**src/rtl/ahi_pkg.sv**
```systemverilog
// ----------------------------------------------------------------------------
// ahi_pkg
// Types and constants shared by the attitude history interpolator modules.
// ----------------------------------------------------------------------------
package ahi_pkg;

  localparam int TS_W    = 63;
  localparam int WIN_W   = 36;
  localparam int ANG_W   = 16;
  localparam logic signed [17:0] PI_Q     = 18'sd25736;
  localparam logic signed [17:0] TWO_PI_Q = 18'sd51472;
  localparam logic [WIN_W-1:0] WIN_RESET  = 36'd3000000000;

  localparam logic FUNC_PUSH  = 1'b0;
  localparam logic FUNC_QUERY = 1'b1;

  typedef struct packed {
    logic            func;
    logic [TS_W-1:0] timestamp_ns;
    logic signed [ANG_W-1:0] roll_in;
    logic signed [ANG_W-1:0] pitch_in;
    logic signed [ANG_W-1:0] yaw_in;
  } ahi_in_t;

  typedef struct packed {
    logic            found;
    logic signed [ANG_W-1:0] interp_roll;
    logic signed [ANG_W-1:0] interp_pitch;
    logic signed [ANG_W-1:0] interp_yaw;
    logic [TS_W-1:0] nearest_gap_ns;
  } ahi_out_t;

  // Commands from the controller to the datapath.
  typedef struct packed {
    logic load;       // capture the input word
    logic write;      // write the pushed sample
    logic rd_oldest;  // read time at the oldest slot
    logic rd_scan;    // read time at the scan index
    logic rd_last;    // read time of newest sample
    logic rd_pair;    // read the bracketing pair
    logic drop;       // retire the oldest sample
    logic scan_next;  // advance the scan index
    logic div_start;
    logic div_step;
    logic lerp;
    logic emit;
    logic emit_miss;
  } ahi_cmd_t;

  // Status from the datapath to the controller.
  typedef struct packed {
    logic is_query;
    logic can_drop;   // count above two and oldest older than keep limit
    logic few;        // fewer than two samples
    logic out_range;  // target outside the stored history
    logic scan_hit;   // scanned time is at or after target
    logic scan_end;   // scan index reached the count
    logic div_done;
  } ahi_sts_t;

endpackage

```
**src/rtl/ahi_ctrl.sv**
```systemverilog
// ----------------------------------------------------------------------------
// ahi_ctrl
// Sequencer for push, retention drop, search, divide and interpolate steps.
// ----------------------------------------------------------------------------
module ahi_ctrl (
  input  logic              clk,
  input  logic              rst_n,
  input  logic              start,
  output logic              busy,
  input  ahi_pkg::ahi_sts_t sts,
  output ahi_pkg::ahi_cmd_t cmd
);
  import ahi_pkg::*;

  typedef enum logic [12:0] {
    S_IDLE   = 13'b0000000000001,
    S_DEC    = 13'b0000000000010,
    S_DRD    = 13'b0000000000100,
    S_DCHK   = 13'b0000000001000,
    S_QRD    = 13'b0000000010000,
    S_QCHK   = 13'b0000000100000,
    S_SRD    = 13'b0000001000000,
    S_SCHK   = 13'b0000010000000,
    S_PAIR   = 13'b0000100000000,
    S_DIV0   = 13'b0001000000000,
    S_DIV    = 13'b0010000000000,
    S_LERP   = 13'b0100000000000,
    S_EMIT   = 13'b1000000000000
  } state_t;

  state_t state_r, state_nxt;

  always_comb begin
    state_nxt = state_r;
    cmd = '0;
    case (state_r)
      S_IDLE: begin
        if (start) begin
          cmd.load = 1'b1;
          state_nxt = S_DEC;
        end
      end
      S_DEC: begin
        if (sts.is_query) begin
          cmd.rd_oldest = 1'b1;
          state_nxt = S_QRD;
        end else begin
          cmd.write = 1'b1;
          state_nxt = S_DRD;
        end
      end
      S_DRD: begin
        cmd.rd_oldest = 1'b1;
        state_nxt = S_DCHK;
      end
      S_DCHK: begin
        if (sts.can_drop) begin
          cmd.drop = 1'b1;
          state_nxt = S_DRD;
        end else begin
          state_nxt = S_IDLE;
        end
      end
      S_QRD: begin
        if (sts.few) begin
          cmd.emit_miss = 1'b1;
          state_nxt = S_IDLE;
        end else begin
          cmd.rd_last = 1'b1;
          state_nxt = S_QCHK;
        end
      end
      S_QCHK: begin
        if (sts.out_range) begin
          cmd.emit_miss = 1'b1;
          state_nxt = S_IDLE;
        end else begin
          state_nxt = S_SRD;
        end
      end
      S_SRD: begin
        if (sts.scan_end) begin
          cmd.emit_miss = 1'b1;
          state_nxt = S_IDLE;
        end else begin
          cmd.rd_scan = 1'b1;
          state_nxt = S_SCHK;
        end
      end
      S_SCHK: begin
        if (sts.scan_hit) begin
          cmd.rd_pair = 1'b1;
          state_nxt = S_PAIR;
        end else begin
          cmd.scan_next = 1'b1;
          state_nxt = S_SRD;
        end
      end
      S_PAIR: begin
        state_nxt = S_DIV0;
      end
      S_DIV0: begin
        cmd.div_start = 1'b1;
        state_nxt = S_DIV;
      end
      S_DIV: begin
        if (sts.div_done) begin
          state_nxt = S_LERP;
        end else begin
          cmd.div_step = 1'b1;
        end
      end
      S_LERP: begin
        cmd.lerp = 1'b1;
        state_nxt = S_EMIT;
      end
      S_EMIT: begin
        cmd.emit = 1'b1;
        state_nxt = S_IDLE;
      end
      default: begin
        state_nxt = S_IDLE;
      end
    endcase
  end

  always_ff @(posedge clk) begin
    if (!rst_n) begin
      state_r <= S_IDLE;
    end else begin
      state_r <= state_nxt;
    end
  end

  assign busy = (state_r != S_IDLE);

endmodule

```
**config.mk**
```make
export PLATFORM = sky130hd
export DESIGN_NAME = ahi_ctrl
export DESIGN_NICKNAME = d
export VERILOG_FILES = /design/src/rtl/ahi_pkg.sv /design/src/rtl/ahi_ctrl.sv
export SDC_FILE = /design/constraint.sdc
export NUM_CORES = 1
export LEC_CHECK = 0
export BUFFER_PORTS_ARGS = -buffer_cell sky130_fd_sc_hd__buf_4
export CAP_MARGIN = 25
export CORE_UTILIZATION = 58
export CTS_BUF_LIST = sky130_fd_sc_hd__clkbuf_8
export DETAILED_ROUTE_END_ITERATION = 8
export PLACE_DENSITY_LB_ADDON = 0.12
export SLEW_MARGIN = 15
export SYNTH_ARGS = -nofsm -noshare
export SYNTH_HDL_FRONTEND = slang
export SYNTH_SLANG_ARGS = --single-unit
```
**constraint.sdc**
```tcl
create_clock -name clk -period 3.7 [get_ports clk]
set_clock_uncertainty 0.15 [all_clocks]
set_input_delay 0.555 -clock clk [delete_from_list [all_inputs] [get_ports clk]]
set_output_delay 0.555 -clock clk [all_outputs]
set_load 0.02 [all_outputs]
```
==> results of run 1 <==
-- cells in the final DEF, fill, tap and decap left out, types with 2 or more instances in the layout --
cell	instances
or4_4	2
nor3_1	12
nand2b_1	4
or4_1	2
xnor2_1	2
and2_1	2
nor4b_1	4
nor4_1	7
nand2_1	6
nor2_1	11
xor2_1	2
nand4b_1	2
o21ai_0	5
nor3b_1	3
buf_4	23
clkbuf_8	3
dfxtp_1	13
inv_1	4
-- area by class of cell --
cell class	instances	area [µm²]
repair buffers	23	173
inverters	4	15.0
flip-flops and latches	13	260
well taps	15	18.8
multi-input cells	86	569
clock inverters	1	5.00
fillers	106	300
clock buffers	3	41.3
-- worst max-delay path, stage by stage, from the launching register on --
cell and delay, ns:
dfxtp_1 0.35, or4_4 0.59, nor2_1 0.14, nand2_1 0.22, nor4b_1 0.40, buf_4 0.21
-- cells by family (layout without fill, tap and decap cells) --
family,Yosys count,count (layout)
xor+xnor,4,4
mux,1,1
simple gates,66,66
compound gates,15,15
buf+inv,12,31
flops,13,13
-- layer usage --
metal  track usage (%)  share of wire (%)  vias up
met1              32.2                 44      429
met2              44.1                 47       51
met5                 0                  0        -
met3              4.35                7.1        5
met4              9.68                1.7        0
li1                  -                  -      448
-- final timing paths --
check                                 from         end  slack (ns)  cells after the start
worst max register to register  state_r[7]  state_r[2]        1.23                      5
worst max-delay path            state_r[8]      cmd[8]        0.83                      5
worst min-delay path                 rst_n  state_r[1]        0.38                      2
worst min register to register  state_r[8]  state_r[9]        0.41                      1
-- cells in the mapped netlist (all sizes together) (3+ instances only) --
master	number
dfxtp	13
nor3	12
nor2	11
nor4	8
clkbuf	7
nand2	6
o21ai	6
inv	4
nand2b	4
nor4b	4
or4	4
nor3b	3
-- power by group through the flow --
stage | clock (W) | combinational (W) | sequential (W)
2_1_floorplan | 0 | 0.0000405 | 0.000148
3_3_place_gp | 0 | 0.0000535 | 0.000151
3_5_place_dp | 0 | 0.0000547 | 0.000151
4_1_cts | 0.000130 | 0.0000553 | 0.000148
5_1_grt | 0.000137 | 0.0000605 | 0.000148
6_report | 0.000130 | 0.0000552 | 0.000148
-- metrics by stage --
step	cells	utilization, %	cell area [µm²]	hold WS, ns	total power (W)
floorplan	111	-	912	0.347	0.000188
global placement	141	74.9	1040	0.387	0.000204
detailed placement	141	74.9	1040	0.394	0.000205
CTS	145	78.3	1080	0.385	0.000333
global route	145	78.3	1080	0.414	0.000346
finish	145	78.3	1080	0.379	0.000333
==> qor.csv, run 1 <==
stage,metric,value,unit
detailed_routing,DRC errors left,0,
detailed_routing,Antenna Nets Post-Route,0,
cts,CTS tree,built,
logic_synthesis,Async SR Flop Fraction,0,%
logic_synthesis,most used flip-flop cell after synthesis,dfxtp_1,
status,status,"complete, no violations",
cts,root buf cell,clkbuf_8,
logic_synthesis,simple-gate share of the synthesized area,44.9,%
power_and_ir_drop,Pleak,0.452,nW
timing,Slew Limit Fails,0,
cts,clk buf depth,2,
timing,final setup vio count,0,
layout,Largest regs,state_r x13,
logic_synthesis,register area share after synthesis,28.5,%
job,Max Cap Viol,0,
detailed_routing,WL per Instance,14.2,µm
layout,Area Growth Syn to Fin,18.7,%
cts,PostCTS Resize Cnt,0,
power_and_ir_drop,P_int,0.000244,W
setup_path,crit path DAT,2.16,ns
floorplanning,Initial Util,66.0,%
global_route,grt total ovfl,0,
power_and_ir_drop,power density cells,308,mW/mm²
cts,Sink Count,13,
logic_synthesis,post-synthesis cell type count,41,
setup_path,CP max FO,9,
cts,hold buffers post-CTS,0,
logic_synthesis,synthesized instance count,111,
global_route,vias in the first global route,839,
place,post-DP HPWL,1.44,mm
power_and_ir_drop,Logic pwr share,16.5,%
timing,crit path time final,2.87,ns
cts,"Setup Fix Bufs, Post-CTS",0,
place,global placement routability congestion,0.835,
global_route,largest net degree at the start of global routing,13,
setup_path,CP Launch Type,flip-flop,
logic_synthesis,XOR/XNOR Fraction of Synth Area,3.84,%
detailed_routing,1st-pass router iterations,4,
global_route,first-pass GRT wire length,3.53,mm
floorplanning,core area,0.00138,mm²
global_route,GR Util All Layers,25.8,%
floorplanning,num rows,13,
detailed_routing,Detailed Route Iter0 Violations,38,
layout,diodes inserted,0,
floorplanning,DIE AREA,0.00174,mm²
hold_path,Hold Path Class,in2reg,
detailed_routing,Via density,6.43,
logic_synthesis,Post-synth EDFFs,0,
power_and_ir_drop,P_sw,0.0000893,W
detailed_routing,via count,933,
logic_synthesis,Post-Syn Nets,121,
logic_synthesis,largest cells by area after synthesis,"dfxtp_1, nor3_1, nor4_1",
power_and_ir_drop,Sw Share,26.8,%
logic_synthesis,largest area contributor in the netlist,dfxtp_1,
cts,Worst-path clk slew,0.06,ns
floorplanning,die width,41.7,µm
place,number of buffers inserted by port buffering,23,
detailed_routing,final wirelength,2.06,mm
setup_path,critical setup path kind,reg2out,
timing,Final Cycle Share,77.5,%
cts,worst-skew pair later-pin latency,0.25,ns
floorplanning,io pins,24,
power_and_ir_drop,Clk pwr share,39.1,%
logic_synthesis,number of synthesized register bits,13,
timing,fmax,349,MHz
logic_synthesis,Syn Std Cell Area,912,µm²
power_and_ir_drop,Peak VDD IR,0.000236,V
cts,CTS buffer count,3,
power_and_ir_drop,sequential cell fraction of total power,44.3,%
setup_path,CP endpoint kind,output pin,
timing,Post-Route Setup TNS,0,ns
layout,max reg flops,13,
logic_synthesis,Synth Area in Compound Gates,12.6,%
layout,Final #Nets,141,
global_route,initial antenna violation count,0,
setup_path,Critical Path RT,2.99,ns
timing,relative slew slack,58.4,%
logic_synthesis,Adder-Cell Fraction of Synth Area,0,%
timing,worst-margin pin slew,0.619,ns
layout,Biggest register,state_r,
logic_synthesis,share of Yosys cell area claimed by the top area cell type,28.5,%
logic_synthesis,yosys warns,0,
floorplanning,Die H,41.7,µm
layout,share of layout cells above drive strength 1,28.5,%
logic_synthesis,Syn Area/Cell,8.22,µm²
place,pre-CTS setup slack,1.12,ns
timing,Setup WS post-layout,0.834,ns
timing,RSZ-0062 raised after global routing,no,
logic_synthesis,main combinational cell family by area after synthesis,simple AND/OR/NAND/NOR gates,
timing,final hold violations,0,
logic_synthesis,multiplexer share of the synthesized area,1.10,%
cts,# H-tree levels,1,
(Power assumes the default switching activity.)
==> run 2, diff against run 1 <==
- ABC_AREA: unset -> 1
- CORE_UTILIZATION: 58 -> 48
- clock period: 3.7 -> 2.5 ns (I/O delays scaled with it)
==> run 2 against run 1 <==
  * Utilization shrank 13 points
  * Non-clock buffer count is the same
  * Sequential power grew 82%
  * Clock power grew 41%
  * Total power grew to 2.8 times the previous value
  * Via count grew 0.11%
==> qor.csv, run 2 <==
stage,metric,value,unit
status,status,"complete, no violations",
logic_synthesis,main combinational cell family by area after synthesis,simple AND/OR/NAND/NOR gates,
place,global placement routability congestion,0.860,
layout,Area Growth Syn to Fin,26.3,%
setup_path,CP max stage delay,0.34,ns
floorplanning,Die H,45.7,µm
cts,Worst-path clk slew,0.05,ns
floorplanning,die width,45.7,µm
logic_synthesis,simple-gate share of the synthesized area,56.7,%
cts,worst-skew pair later-pin latency,0.24,ns
setup_path,Critical Path Most Common Cell,nand2_1,
timing,Final Cycle Share,89.3,%
floorplanning,num rows,15,
floorplanning,io pins,24,
logic_synthesis,Post-Syn Nets,155,
timing,Slew Limit Fails,0,
layout,"commonest non-fill, non-tap cell in the layout",inv_1,
global_route,grt total ovfl,0,
setup_path,CP endpoint kind,output pin,
layout,share of layout cells above drive strength 1,26.3,%
logic_synthesis,Post-synth top cells,"inv_1, nor2_1, nand2_1",
timing,RSZ-0062 raised after global routing,no,
hold_path,Hold Path Class,in2reg,
logic_synthesis,yosys warns,0,
timing,crit path time final,2.23,ns
logic_synthesis,most common cell in the netlist,inv_1,
job,Max Cap Viol,0,
logic_synthesis,largest area contributor in the netlist,dfxtp_1,
timing,final setup vio count,0,
timing,worst-margin pin slew,0.416,ns
floorplanning,DIE AREA,0.00209,mm²
layout,Fillers,171,
detailed_routing,DRC errors left,0,
detailed_routing,WL per Instance,10.9,µm
cts,Sink Count,13,
power_and_ir_drop,Pleak,0.651,nW
place,number of buffers inserted by port buffering,23,
timing,final hold violations,0,
logic_synthesis,post-synthesis cell type count,21,
setup_path,crit-path cells,nor2_4 -> nand2_1 -> nor2_2 -> nand2_1 -> or2_0 -> inv_1 -> buf_4,
logic_synthesis,Syn Area/Cell,6.33,µm²
logic_synthesis,largest cells by area after synthesis,"dfxtp_1, inv_1, nor2_1",
logic_synthesis,number of synthesized register bits,13,
floorplanning,core area,0.00176,mm²
logic_synthesis,Post-synth EDFFs,0,
logic_synthesis,Synth Area in Compound Gates,1.77,%
logic_synthesis,share of Yosys cell area claimed by the top area cell type,28.3,%
logic_synthesis,XOR/XNOR Fraction of Synth Area,0,%
detailed_routing,Detailed Route Iter0 Violations,31,
cts,clk buf depth,2,
place,post-DP HPWL,1.72,mm
layout,Biggest register,state_r,
cts,"Setup Fix Bufs, Post-CTS",0,
global_route,largest net degree at the start of global routing,13,
setup_path,Crit-path slowest cell,dfxtp_1,
logic_synthesis,synthesized instance count,145,
logic_synthesis,Async SR Flop Fraction,0,%
setup_path,CP Launch Type,flip-flop,
logic_synthesis,Adder-Cell Fraction of Synth Area,0,%
cts,root buf cell,clkbuf_8,
global_route,vias in the first global route,797,
layout,Final #Nets,182,
cts,# H-tree levels,1,
layout,"commonest cells after routing, fill and taps aside","inv_1, nor2_1, nand2_1",
detailed_routing,final wirelength,2.14,mm
setup_path,"reg-to-reg slack, setup",0.81,ns
detailed_routing,via count,934,
timing,fmax,448,MHz
layout,diodes inserted,0,
logic_synthesis,multiplexer share of the synthesized area,0,%
detailed_routing,1st-pass router iterations,4,
setup_path,critical setup path kind,reg2out,
place,DP Area,0.00111,mm²
floorplanning,Initial Util,52.1,%
layout,Largest regs,state_r x13,
logic_synthesis,most used flip-flop cell after synthesis,dfxtp_1,
global_route,first-pass GRT wire length,3.46,mm
timing,relative slew slack,72.2,%
detailed_routing,Antenna Nets Post-Route,0,
layout,max reg flops,13,
cts,CTS buffer count,3,
timing,Post-Route Setup TNS,0,ns
cts,CTS tree,built,
cts,hold buffers post-CTS,0,
setup_path,CP max FO,12,
setup_path,crit path DAT,1.71,ns
logic_synthesis,Syn Std Cell Area,918,µm²
global_route,GR Util All Layers,23.9,%
setup_path,Critical Path RT,1.98,ns
cts,PostCTS Resize Cnt,0,
power_and_ir_drop,power density cells,791,mW/mm²
layout,design area,0.00116,mm²
power_and_ir_drop,Peak VDD IR,0.000456,V
detailed_routing,Via density,4.77,
global_route,initial antenna violation count,0,
logic_synthesis,register area share after synthesis,28.3,%
[run 2: cell types whose count changed after synthesis, moves of 4 or more]
cell / previous run / this run
nand2b_1: 4 / 0
nor4_1: 7 / 0
clkbuf_1: 4 / 0
inv_1: 4 / 28
nor2_2: 0 / 6
nor2_1: 11 / 27
nand3_1: 0 / 17
nand2_1: 6 / 25
o21ai_0: 5 / 1
nor3_1: 12 / 6
nor2_4: 0 / 5
nor4b_1: 4 / 0
[run 2: cell families (layout without fill, tap and decap cells)]
family | Yosys count | in the layout
buffers and inverters | 30 | 56
AO/OA/AOI/OAI | 3 | 3
AND/OR/NAND/NOR | 99 | 99
flip-flops | 13 | 13
[run 2: report_power, final]
part	leakage, nW	switching, W	total (W)	internal, W
Combinational	0.519	0.000301	0.000465	0.000164
Sequential	0.106	0.0000315	0.000269	0.000238
Clock	0.0269	0.0000747	0.000183	0.000108
Total	0.651	0.000407	0.000917	0.000510
[run 2: layout make-up]
class	instances	area, µm²	share of cell area (%)
inverter	29	114	9.82
timing repair buffer	23	173	14.9
clock buffer	3	41.3	3.56
multi-input combinational	102	537	46.3
sequential	13	260	22.4
clock inverter	1	3.75	0.324
tap	25	31.3	2.70
[run 2: final timing paths]
check                                  from         end  depth (start not counted)
worst max-delay path            state_r[10]      cmd[9]                          7
worst min-delay path                  start  state_r[1]                          3
worst max register to register   state_r[4]  state_r[2]                          8
worst min register to register  state_r[12]  state_r[9]                          4
[run 2: worst max-delay path, delay by kind of cell (launching register included)]
kind / cells / cell delay, ns
flops: 1 / 0.34
buf+inv: 2 / 0.20
simple gates: 5 / 0.92
[run 2: metal layers]
metal	up-vias	part of all wire, %	GRT usage [%]
met4	0	1.7	10.6
met1	399	46	31.4
li1	490	-	-
met2	40	46	37.7
met3	5	6.9	4.76
met5	-	0	0
[run 2: through the flow]
stage                     utilization, %  power, W  setup slack (ns)  hold slack (ns)  cells
final                               65.7  0.000917             0.268            0.284    196
after detailed placement            63.2  0.000739             0.560            0.481    192
after floorplan                        -  0.000624             0.729            0.351    145
after global placement              63.2  0.000729             0.590            0.481    192
after CTS                           65.7  0.000922             0.290            0.284    196
after global routing                65.7  0.000983             0.162            0.289    196
